==> src/rtl/assert_macros.svh <==
// Assertion macros shared by the RTL. Define NO_ASSERTIONS to drop them.
`ifndef ASSERT_MACROS_SVH
`define ASSERT_MACROS_SVH
`ifndef NO_ASSERTIONS
// The property must hold at every clock edge outside reset.
`define ASSERT_CLK(lbl, clk, rst, prop) \
   lbl: assert property (@(posedge clk) disable iff (rst) prop) \
      else $error("assertion failed");
// The condition must never be true outside reset.
`define ASSERT_NEVER(lbl, clk, rst, cond) \
   lbl: assert property (@(posedge clk) disable iff (rst) !(cond)) \
      else $error("forbidden condition seen");
`else
`define ASSERT_CLK(lbl, clk, rst, prop)
`define ASSERT_NEVER(lbl, clk, rst, cond)
`endif
`endif

==> src/rtl/smpq_pkg.sv <==
`default_nettype none
package smpq_pkg;
   localparam int DEPTH_DEFAULT = 16;
   localparam int PAYLOAD_BITS  = 36;
   localparam int COST_BITS     = 10;
   localparam int KEY_BITS      = COST_BITS + 1;

   localparam logic OP_ENQ = 1'b0;
   localparam logic OP_DEQ = 1'b1;

   localparam logic [1:0] ST_INSERTED = 2'd0;
   localparam logic [1:0] ST_GOT      = 2'd1;
   localparam logic [1:0] ST_EMPTY    = 2'd2;
   localparam logic [1:0] ST_FULL     = 2'd3;

   typedef struct packed {
      logic                    op;
      logic [PAYLOAD_BITS-1:0] payload;
      logic [COST_BITS-1:0]    cost_so_far;
      logic [COST_BITS-1:0]    heuristic;
   } req_type;

   typedef struct packed {
      logic [1:0]              status;
      logic [PAYLOAD_BITS-1:0] payload_out;
      logic [KEY_BITS-1:0]     key_out;
   } rsp_type;

   typedef struct packed {
      logic [PAYLOAD_BITS-1:0] payload;
      logic [KEY_BITS-1:0]     key;
   } entry_type;
endpackage
`default_nettype wire

==> src/rtl/stable_min_priority_queue.sv <==
// Open list for a best-first search. Entries sit in a single-port-write,
// registered-read memory in arrival order, slots 0 to occupancy-1. On an
// enqueue the entry is written behind the last slot and its result is
// registered at once. A dequeue scans the stored entries with one memory
// read a cycle, keeping the lowest slot with the smallest key, then closes
// the gap by moving each later entry down one slot, reading it in S_SH_RD
// and writing it in S_SH_WR, and returns the removed entry. A new item is
// taken only while no dequeue is in progress and the result register is
// free or being emptied. Equal keys leave in arrival order. Dequeue on an
// empty queue reports empty, and enqueue on a full one reports full and
// drops the entry.
`default_nettype none
`include "assert_macros.svh"
module stable_min_priority_queue
   import smpq_pkg::*;
#(
   parameter int DEPTH = DEPTH_DEFAULT
) (
   input  wire     clock,
   input  wire     reset,
   input  wire     req_valid,
   output logic    req_stall,
   input  req_type req_data,
   output logic    rsp_valid,
   input  wire     rsp_stall,
   output rsp_type rsp_data
);
   localparam int AW = $clog2(DEPTH);
   localparam logic [AW:0] DEPTH_CNT = (AW+1)'(DEPTH);

   localparam logic [1:0] S_IDLE  = 2'd0;
   localparam logic [1:0] S_SCAN  = 2'd1;
   localparam logic [1:0] S_SH_RD = 2'd2;
   localparam logic [1:0] S_SH_WR = 2'd3;

   entry_type mem [DEPTH];
   entry_type rdata_ff;

   logic [1:0]    state_ff, state_in;
   logic [AW:0]   occ_ff, occ_in;
   logic [AW-1:0] ptr_ff, ptr_in;
   entry_type     best_ff, best_in;
   logic          rsp_valid_ff, rsp_valid_in;
   rsp_type       rsp_ff, rsp_in;

   // Slot of the current best entry during the scan.
   logic [AW-1:0] best_idx_ff, best_idx_in;

   logic          mem_we;
   logic [AW-1:0] mem_waddr;
   entry_type     mem_wdata;
   logic [AW-1:0] rd_addr;

   logic out_free, accept, take, last;
   logic [AW:0] ptr_next;

   assign out_free  = !rsp_valid_ff || !rsp_stall;
   assign req_stall = !(state_ff == S_IDLE && out_free);
   assign accept    = req_valid && !req_stall;
   assign ptr_next  = {1'b0, ptr_ff} + (AW+1)'(1);
   assign take      = (ptr_ff == '0) || (rdata_ff.key < best_ff.key);
   assign last      = (ptr_next == occ_ff);

   always_comb begin
      state_in     = state_ff;
      occ_in       = occ_ff;
      ptr_in       = ptr_ff;
      best_in      = best_ff;
      rsp_valid_in = rsp_valid_ff && rsp_stall;
      rsp_in       = rsp_ff;
      mem_we       = 1'b0;
      mem_waddr    = ptr_ff;
      mem_wdata    = rdata_ff;
      rd_addr      = '0;
      case (state_ff)
         S_IDLE: begin
            if (accept) begin
               if (req_data.op == OP_ENQ) begin
                  rsp_valid_in = 1'b1;
                  rsp_in       = '0;
                  if (occ_ff == DEPTH_CNT) begin
                     rsp_in.status = ST_FULL;
                  end else begin
                     rsp_in.status     = ST_INSERTED;
                     mem_we            = 1'b1;
                     mem_waddr         = occ_ff[AW-1:0];
                     mem_wdata.payload = req_data.payload;
                     mem_wdata.key     = KEY_BITS'(req_data.cost_so_far)
                                       + KEY_BITS'(req_data.heuristic);
                     occ_in            = occ_ff + (AW+1)'(1);
                  end
               end else if (occ_ff == '0) begin
                  rsp_valid_in  = 1'b1;
                  rsp_in        = '0;
                  rsp_in.status = ST_EMPTY;
               end else begin
                  rd_addr  = '0;
                  ptr_in   = '0;
                  state_in = S_SCAN;
               end
            end
         end
         S_SCAN: begin
            // rdata_ff holds the slot at ptr_ff, read in the previous cycle.
            if (take) begin
               best_in = rdata_ff;
            end
            if (last) begin
               // Strict less-than keeps the earliest slot among equal keys.
               if (!take) begin
                  ptr_in = best_idx_ff;
               end
               state_in = S_SH_RD;
            end else begin
               rd_addr  = ptr_next[AW-1:0];
               ptr_in   = ptr_next[AW-1:0];
               state_in = S_SCAN;
            end
         end
         S_SH_RD: begin
            if (ptr_next >= occ_ff) begin
               occ_in              = occ_ff - (AW+1)'(1);
               rsp_valid_in        = 1'b1;
               rsp_in.status       = ST_GOT;
               rsp_in.payload_out  = best_ff.payload;
               rsp_in.key_out      = best_ff.key;
               state_in            = S_IDLE;
            end else begin
               rd_addr  = ptr_next[AW-1:0];
               state_in = S_SH_WR;
            end
         end
         S_SH_WR: begin
            mem_we    = 1'b1;
            mem_waddr = ptr_ff;
            mem_wdata = rdata_ff;
            ptr_in    = ptr_next[AW-1:0];
            state_in  = S_SH_RD;
         end
         default: begin
            state_in = S_IDLE;
         end
      endcase
   end

   assign best_idx_in = (state_ff == S_SCAN && take) ? ptr_ff : best_idx_ff;

   always_ff @(posedge clock) begin
      if (mem_we) begin
         mem[mem_waddr] <= mem_wdata;
      end
      rdata_ff <= mem[rd_addr];
   end

   always_ff @(posedge clock) begin
      if (reset) begin
         state_ff     <= S_IDLE;
         occ_ff       <= '0;
         rsp_valid_ff <= 1'b0;
      end else begin
         state_ff     <= state_in;
         occ_ff       <= occ_in;
         rsp_valid_ff <= rsp_valid_in;
      end
      ptr_ff      <= ptr_in;
      best_ff     <= best_in;
      best_idx_ff <= best_idx_in;
      rsp_ff      <= rsp_in;
   end

   assign rsp_valid = rsp_valid_ff;
   assign rsp_data  = rsp_ff;

   `ASSERT_NEVER(a_occ_bound, clock, reset, occ_ff > DEPTH_CNT)
   `ASSERT_NEVER(a_busy_no_rsp, clock, reset, state_ff != S_IDLE && rsp_valid_ff)
   `ASSERT_CLK(a_empty_rsp, clock, reset, accept && req_data.op == OP_DEQ && occ_ff == '0 |=> rsp_valid_ff && rsp_ff.status == ST_EMPTY)
   `ASSERT_CLK(a_enq_count, clock, reset, accept && req_data.op == OP_ENQ && occ_ff != DEPTH_CNT |=> occ_ff == $past(occ_ff) + (AW+1)'(1))
endmodule
`default_nettype wire
==> config.mk <==
export PLATFORM = sky130hd
export DESIGN_NAME = stable_min_priority_queue
export DESIGN_NICKNAME = d
export VERILOG_FILES = /design/src/rtl/smpq_pkg.sv /design/src/rtl/stable_min_priority_queue.sv
export VERILOG_INCLUDE_DIRS = /design/src /design/src/rtl
export SDC_FILE = /design/constraint.sdc
export NUM_CORES = 1
export LEC_CHECK = 0
export BUFFER_PORTS_ARGS = -buffer_cell sky130_fd_sc_hd__buf_2
export CAP_MARGIN = 30
export CORE_UTILIZATION = 35
export DETAILED_ROUTE_END_ITERATION = 8
export GPL_TIMING_DRIVEN = 1
export PLACE_DENSITY_LB_ADDON = 0.25
export SYNTH_ARGS = -nofsm -noshare
export SYNTH_HDL_FRONTEND = slang
export SYNTH_SLANG_ARGS = --single-unit
==> constraint.sdc <==
create_clock -name clock -period 19.2 [get_ports clock]
set_clock_uncertainty 0.15 [all_clocks]
set_input_delay 0.96 -clock clock [delete_from_list [all_inputs] [get_ports clock]]
set_output_delay 0.96 -clock clock [all_outputs]
set_load 0.02 [all_outputs]
---- Word level (Yosys, flattened, before mapping) ----
Memory sizes are Yosys's and may differ from the RTL's. A register that Yosys moved wholly into a read port is not among the register bits.
Cells that the tools add are included.
word-level totals
  register bits ........................... 112
  bits in writable memories ............... 752
  memories ................................ 1
  logic and storage cells ................. 94
memory list
  name  depth  bits a word  rd ports  clocked after Yosys merged registers in  wr ports  line                             text
  mem   16     47           1         1                                        1         stable_min_priority_queue.sv:36  entry_type mem [DEPTH];
operators by class
  mux-type cells .......................... 45
  magnitude comparators ................... 2
  add/sub/neg operators ................... 4
  reduce and logical (&&, ||, !) cells .... 19
  eq/ne operators ......................... 13
operators with widths
  kind                                              count
  2-to-1 mux 49 bit                                 4
  2-to-1 mux 47 bit                                 4
  case mux 49 bit (2 select lines)                  1
  2-to-1 mux 4 bit                                  11
  2-to-1 mux 5 bit                                  4
  2-to-1 mux 2 bit                                  6
  != test 2 bit, second input constant              6
  case mux 4 bit (3 select lines)                   1
  adder 10 x 10 -> 11 bit                           1
  less-than comparator 11 bit                       1
  case mux 5 bit (2 select lines)                   1
  AND reduction 5 bit                               2
  2-to-1 mux 1 bit                                  9
  case mux 2 bit (4 select lines)                   1
  case mux 4 bit (2 select lines)                   1
  adder 4 x 1 -> 5 bit, second input constant       1
  adder 5 x 1 -> 5 bit, second input constant       1
  == test 5 bit                                     1
  == test 5 bit, second input constant              1
  >= comparator 5 bit                               1
  logical NOT 5 bit                                 1
  subtractor 5 x 1 -> 5 bit, second input constant  1
  == test 2 bit, second input constant              2
  logical AND 1 bit                                 4
  13 further kinds                                  17

---- Logic depth before layout (Yosys ltp) ----
  depth after elaboration ................. 8
  mapped depth ............................ 15
  gate-level depth less buffers ........... 11

---- Least setup slack after synthesis ----
OpenSTA, ideal clock, no wires.
  path type ............................... flip-flop to flip-flop
  from .................................... reg ptr_ff[0]
  to ...................................... reg rsp_ff (netlist bit rsp_data[0]), enable pin
  slack ................................... 12.765 ns
  arrival time ............................ 5.756 ns
  cell stages (with the launch flop) ...... 9
  required time ........................... 18.521 ns
  path through ............................ edfxtp_1 > ha_1 > xnor2_1 > inv_2 > clkbuf_1 > ha_1 > o21ai_1 > o211a_2 > a211oi_1
on the way
  cells in the longest elaborated chain, start to end .. 4
RTL lines
  what                           line                              text
  start, declared                stable_min_priority_queue.sv:41   logic [AW-1:0] ptr_ff, ptr_in;
  start signal, assigned         stable_min_priority_queue.sv:165  ptr_ff <= ptr_in;
  adder 4 x 1 -> 5 bit           stable_min_priority_queue.sv:60   assign ptr_next = {1'b0, ptr_ff} + (AW+1)'(1);
  >= comparator 5 bit            stable_min_priority_queue.sv:121  if (ptr_next >= occ_ff) begin
  != test 2 bit (no line)        -
  AND reduction 4 bit (no line)  -
  end signal, assigned           stable_min_priority_queue.sv:168  rsp_ff <= rsp_in;
  end, declared                  stable_min_priority_queue.sv:44   rsp_type rsp_ff, rsp_in;
Every way passes these cells.
A chain may end at the register's enable or synchronous reset.

---- Worst setup path after layout ----
  from .................................... reg ptr_ff[0]
  to ...................................... reg rdata_ff[36] (netlist name)
on the way
  cells in the longest elaborated chain, start to end .. 4
  elaborated cells on any way between the ends .. 6
RTL lines
  what                                                         line                                                                text
  adder 4 x 1 -> 5 bit (*)                                     stable_min_priority_queue.sv:60
  >= comparator 5 bit / == test 5 bit (equally long branches)  stable_min_priority_queue.sv:121, stable_min_priority_queue.sv:62
  2-to-1 mux 4 bit, on equally long branches                   stable_min_priority_queue.sv:121, stable_min_priority_queue.sv:108
  case mux 4 bit (2 select lines) (*)                          stable_min_priority_queue.sv:75                                     case (state_ff)
Every way passes the cells marked *; elsewhere a longest branch is shown, timed or not.

==> impl_metrics.toml <==
[status]
status = "finished, final reports clean"

[detailed_routing]
drt-initial-drc-count = 1410
viasPerCell = 5.315
drcViolationCount = 0
drt_first_pass_iters = 5
routedWlPerCell_um = 25.07
drtAntennaViolNets = 0
wl_um = 92750
via_count = 19660

[final_layout]
drive_gt1_frac = 0.1655
fin_nets = 2351
layout.cells.non_filler = 3700
syn_to_final_growth_pct = 15.08
n_antenna_cell = 0

[job]
cap_violations = 0

[clock_network]
cts_resized = 0
clockRootBuffer = "clkbuf_16"
tritoncts = "yes"
ctsHtreeMaxLevel = 3
clkTransAtPathRegs_ns = 0.07
postCtsSetupBuffers = 0
numClockSinks = 911
insertion_delay_ns = 0.66
clockBufferDepth = 3
cts_buffers = 93
hold_buffers = 0

[timing]
rsz0062_at_grt = "false"
max_freq_ghz = 0.1696
finalMaxSlewViolations = 0
relSlewSlack = 0.2359
min_period_over_period = 0.3072
setup_tns_ns = 0
worstMarginPinSlew_ns = 1.146
fin_crit_ns = 5.897
setup-violations-final = 0
hold_viol = 0

[critical_path]
cp.arrival_ns = 6.27
r2r_cells = 13
path_max_fanout = 146
slowest_stage = "buf_4"
worstPathCellList = "buf_12 -> nand3_1 -> xnor2_1 -> inv_1 -> ha_1 -> and2_1 -> o21ai_1 -> o211ai_4 -> a21oi_4 -> and2_4 -> buf_4 -> o221ai_1 -> a32o_1"
crit_cells = 13
path_class = "flop to flop"
crit_family = "buffers and inverters"
startpoint_type = "flop"
critPathMaxStageDelay_ns = 0.87
worstPathRequired_ns = 19.58
endpoint_kind = "flop"
timing.critical_path.buf_inv = 3

[yosys]
synth_cell_type_count = 53
synth-compound-area-share = 0.07851
synth_fa_ha_area_frac = 0.01294
synth_nets = 2221
yosysTopAreaCell = "edfxtp_1"
synth_top_family_by_area = "multiplexers"
synth-edff-count = 856
synth-simple-area-share = 0.03113
ys_ff_latch = 911
synth-main-ff-cell = "edfxtp_1"
ys_seq_area_frac = 0.7453
synth.top_cell.area_share = 0.7146
synth_mux_area_frac = 0.1069
synthCells = 2124
synth_xor_area_frac = 0.002922
async_flop_share = 0
yosys_warnings = 0
syn_area_per_cell_um2 = 16.93
synth_area_um2 = 35970
synthTopCellsByArea = "edfxtp_1, mux2i_1, o221ai_1"

[global_route]
grt_pass1_vias = 20080
grt.total_usage = 0.1775
grtUsageMet2 = 0.2900
use_met1 = 0.2365
grt_antenna_before_repair = 4
use_met3 = 0.03930
grt_first_pass_wirelength_um = 134800
overflow = 0
busiest_layer = "met2"
grt_max_degree = 147

[power_and_ir_drop]
ir_worst_vdd_v = 0.0001172
internal_power_mw = 3.633
p_clk_frac = 0.360
p_leak_nw = 14.95
power_switching_mw = 1.364
seqPwrFrac = 0.483
p_sw_frac = 0.2729
p_per_area_nw_per_um2 = 120.7
comb_power_share = 0.157

[floorplanning]
die_w_um = 322.6
die_h_um = 322.6
dieArea_um2 = 104100
core_um2 = 101900
initial_core_util = 0.3530
ioPinCount = 112
fp-row-count = 117

[min_path]
hold_depth = 0
hp-class = "flop to flop"

[placement]
io_buffers = 111
post-dp-hpwl_um = 48660
place_congestion = 0.7719
dp.cells = 3524
-- stage by stage --
stage	hold WS [ns]	power (mW)	cell area, um^2	worst slack, ns	util
final	0.2783	4.997	41390	13.30	0.4062
after global routing	0.2926	5.176	41390	12.97	0.4062
after CTS	0.2820	5.040	41310	13.27	0.4054
after detailed placement	0.2704	3.241	38260	13.32	0.3755
after global placement	0.2686	3.213	38100	13.25	0.3740
after floorplan	0.2581	2.935	35970	12.77	-
-- kinds of logic after synthesis --
family | Yosys count
mux | 379
compound gates | 361
buf+inv | 168
simple gates | 257
xor+xnor | 12
flops | 911
fa+ha+maj | 36
-- registers in the layout, summed over array words and instances, names as in the netlist, 2 cells and up --
register	count
occ_ff	5
best_idx_ff	4
rdata_ff	47
mem	752
best_ff	47
state_ff	2
ptr_ff	4
rsp_data	49
-- worst register-to-register path, cell delays in order, from the launching register on --
cell      delay [ns]
edfxtp_1        0.40
buf_12          0.85
nand3_1         0.21
xnor2_1         0.48
inv_1           0.09
ha_1            0.28
and2_1          0.14
o21ai_1         0.20
o211ai_4        0.17
a21oi_4         0.63
and2_4          0.56
buf_4           0.87
o221ai_1        0.38
a32o_1          0.35
-- cell usage in the layout (no fill, tap or decap), types with 9 or more instances in the layout --
cell type,Yosys,final
a21oi_1,60,60
clkbuf_1,62,18
clkinv_2,0,17
o21ai_0,23,23
buf_4,17,47
inv_1,33,33
o221ai_1,141,141
nor2_4,0,16
a32o_1,47,47
dfxtp_1,55,55
nor2_1,49,33
buf_2,32,111
clkinv_1,1,16
nand2_1,143,142
o22ai_1,41,41
mux2i_1,337,337
mux2_2,42,42
a31oi_1,9,9
edfxtp_1,856,856
and2_1,42,40
clkbuf_16,0,95
ha_1,34,32
-- synthesized netlist by cell type (33+ instances only) --
cell type / count
edfxtp_1: 856
mux2i_1: 337
nand2_1: 143
o221ai_1: 141
clkbuf_1: 62
a21oi_1: 60
dfxtp_1: 55
nor2_1: 49
a32o_1: 47
and2_1: 42
mux2_2: 42
o22ai_1: 41
ha_1: 34
inv_1: 33
-- routing by layer --
metal  vias up  routed length, um
met5         -                 28
met4         6               1920
met3       130               5791
met2       567              44280
met1     10240              40720
li1       8725                  -
-- worst paths after layout --
path                                    from           end  slack (ns)
worst min-delay path            rdata_ff[11]   best_ff[11]        0.28
worst min register to register  rdata_ff[11]   best_ff[11]        0.28
worst max-delay path               ptr_ff[0]  rdata_ff[36]       13.30
worst max register to register     ptr_ff[0]  rdata_ff[36]       13.30
-- power groups by stage --
stage          clock [mW]  combinational [mW]  sequential [mW]
4_1_cts              1.84               0.786             2.41
3_5_place_dp            0               0.786             2.46
6_report             1.80               0.782             2.41
3_3_place_gp            0               0.758             2.45
2_1_floorplan           0               0.466             2.47
5_1_grt              1.91               0.844             2.42
-- area by class of cell --
cell class / instances / area [um^2]
tap: 1368 / 1712
fill: 9245 / 60500
timing repair buffer: 168 / 1154
sequential: 911 / 26810
multi-input combinational: 1045 / 8539
clock inverter: 52 / 491.7
clock buffer: 121 / 2555
inverter: 35 / 133.9
No activity file was read; power rests on OpenSTA's default activity.
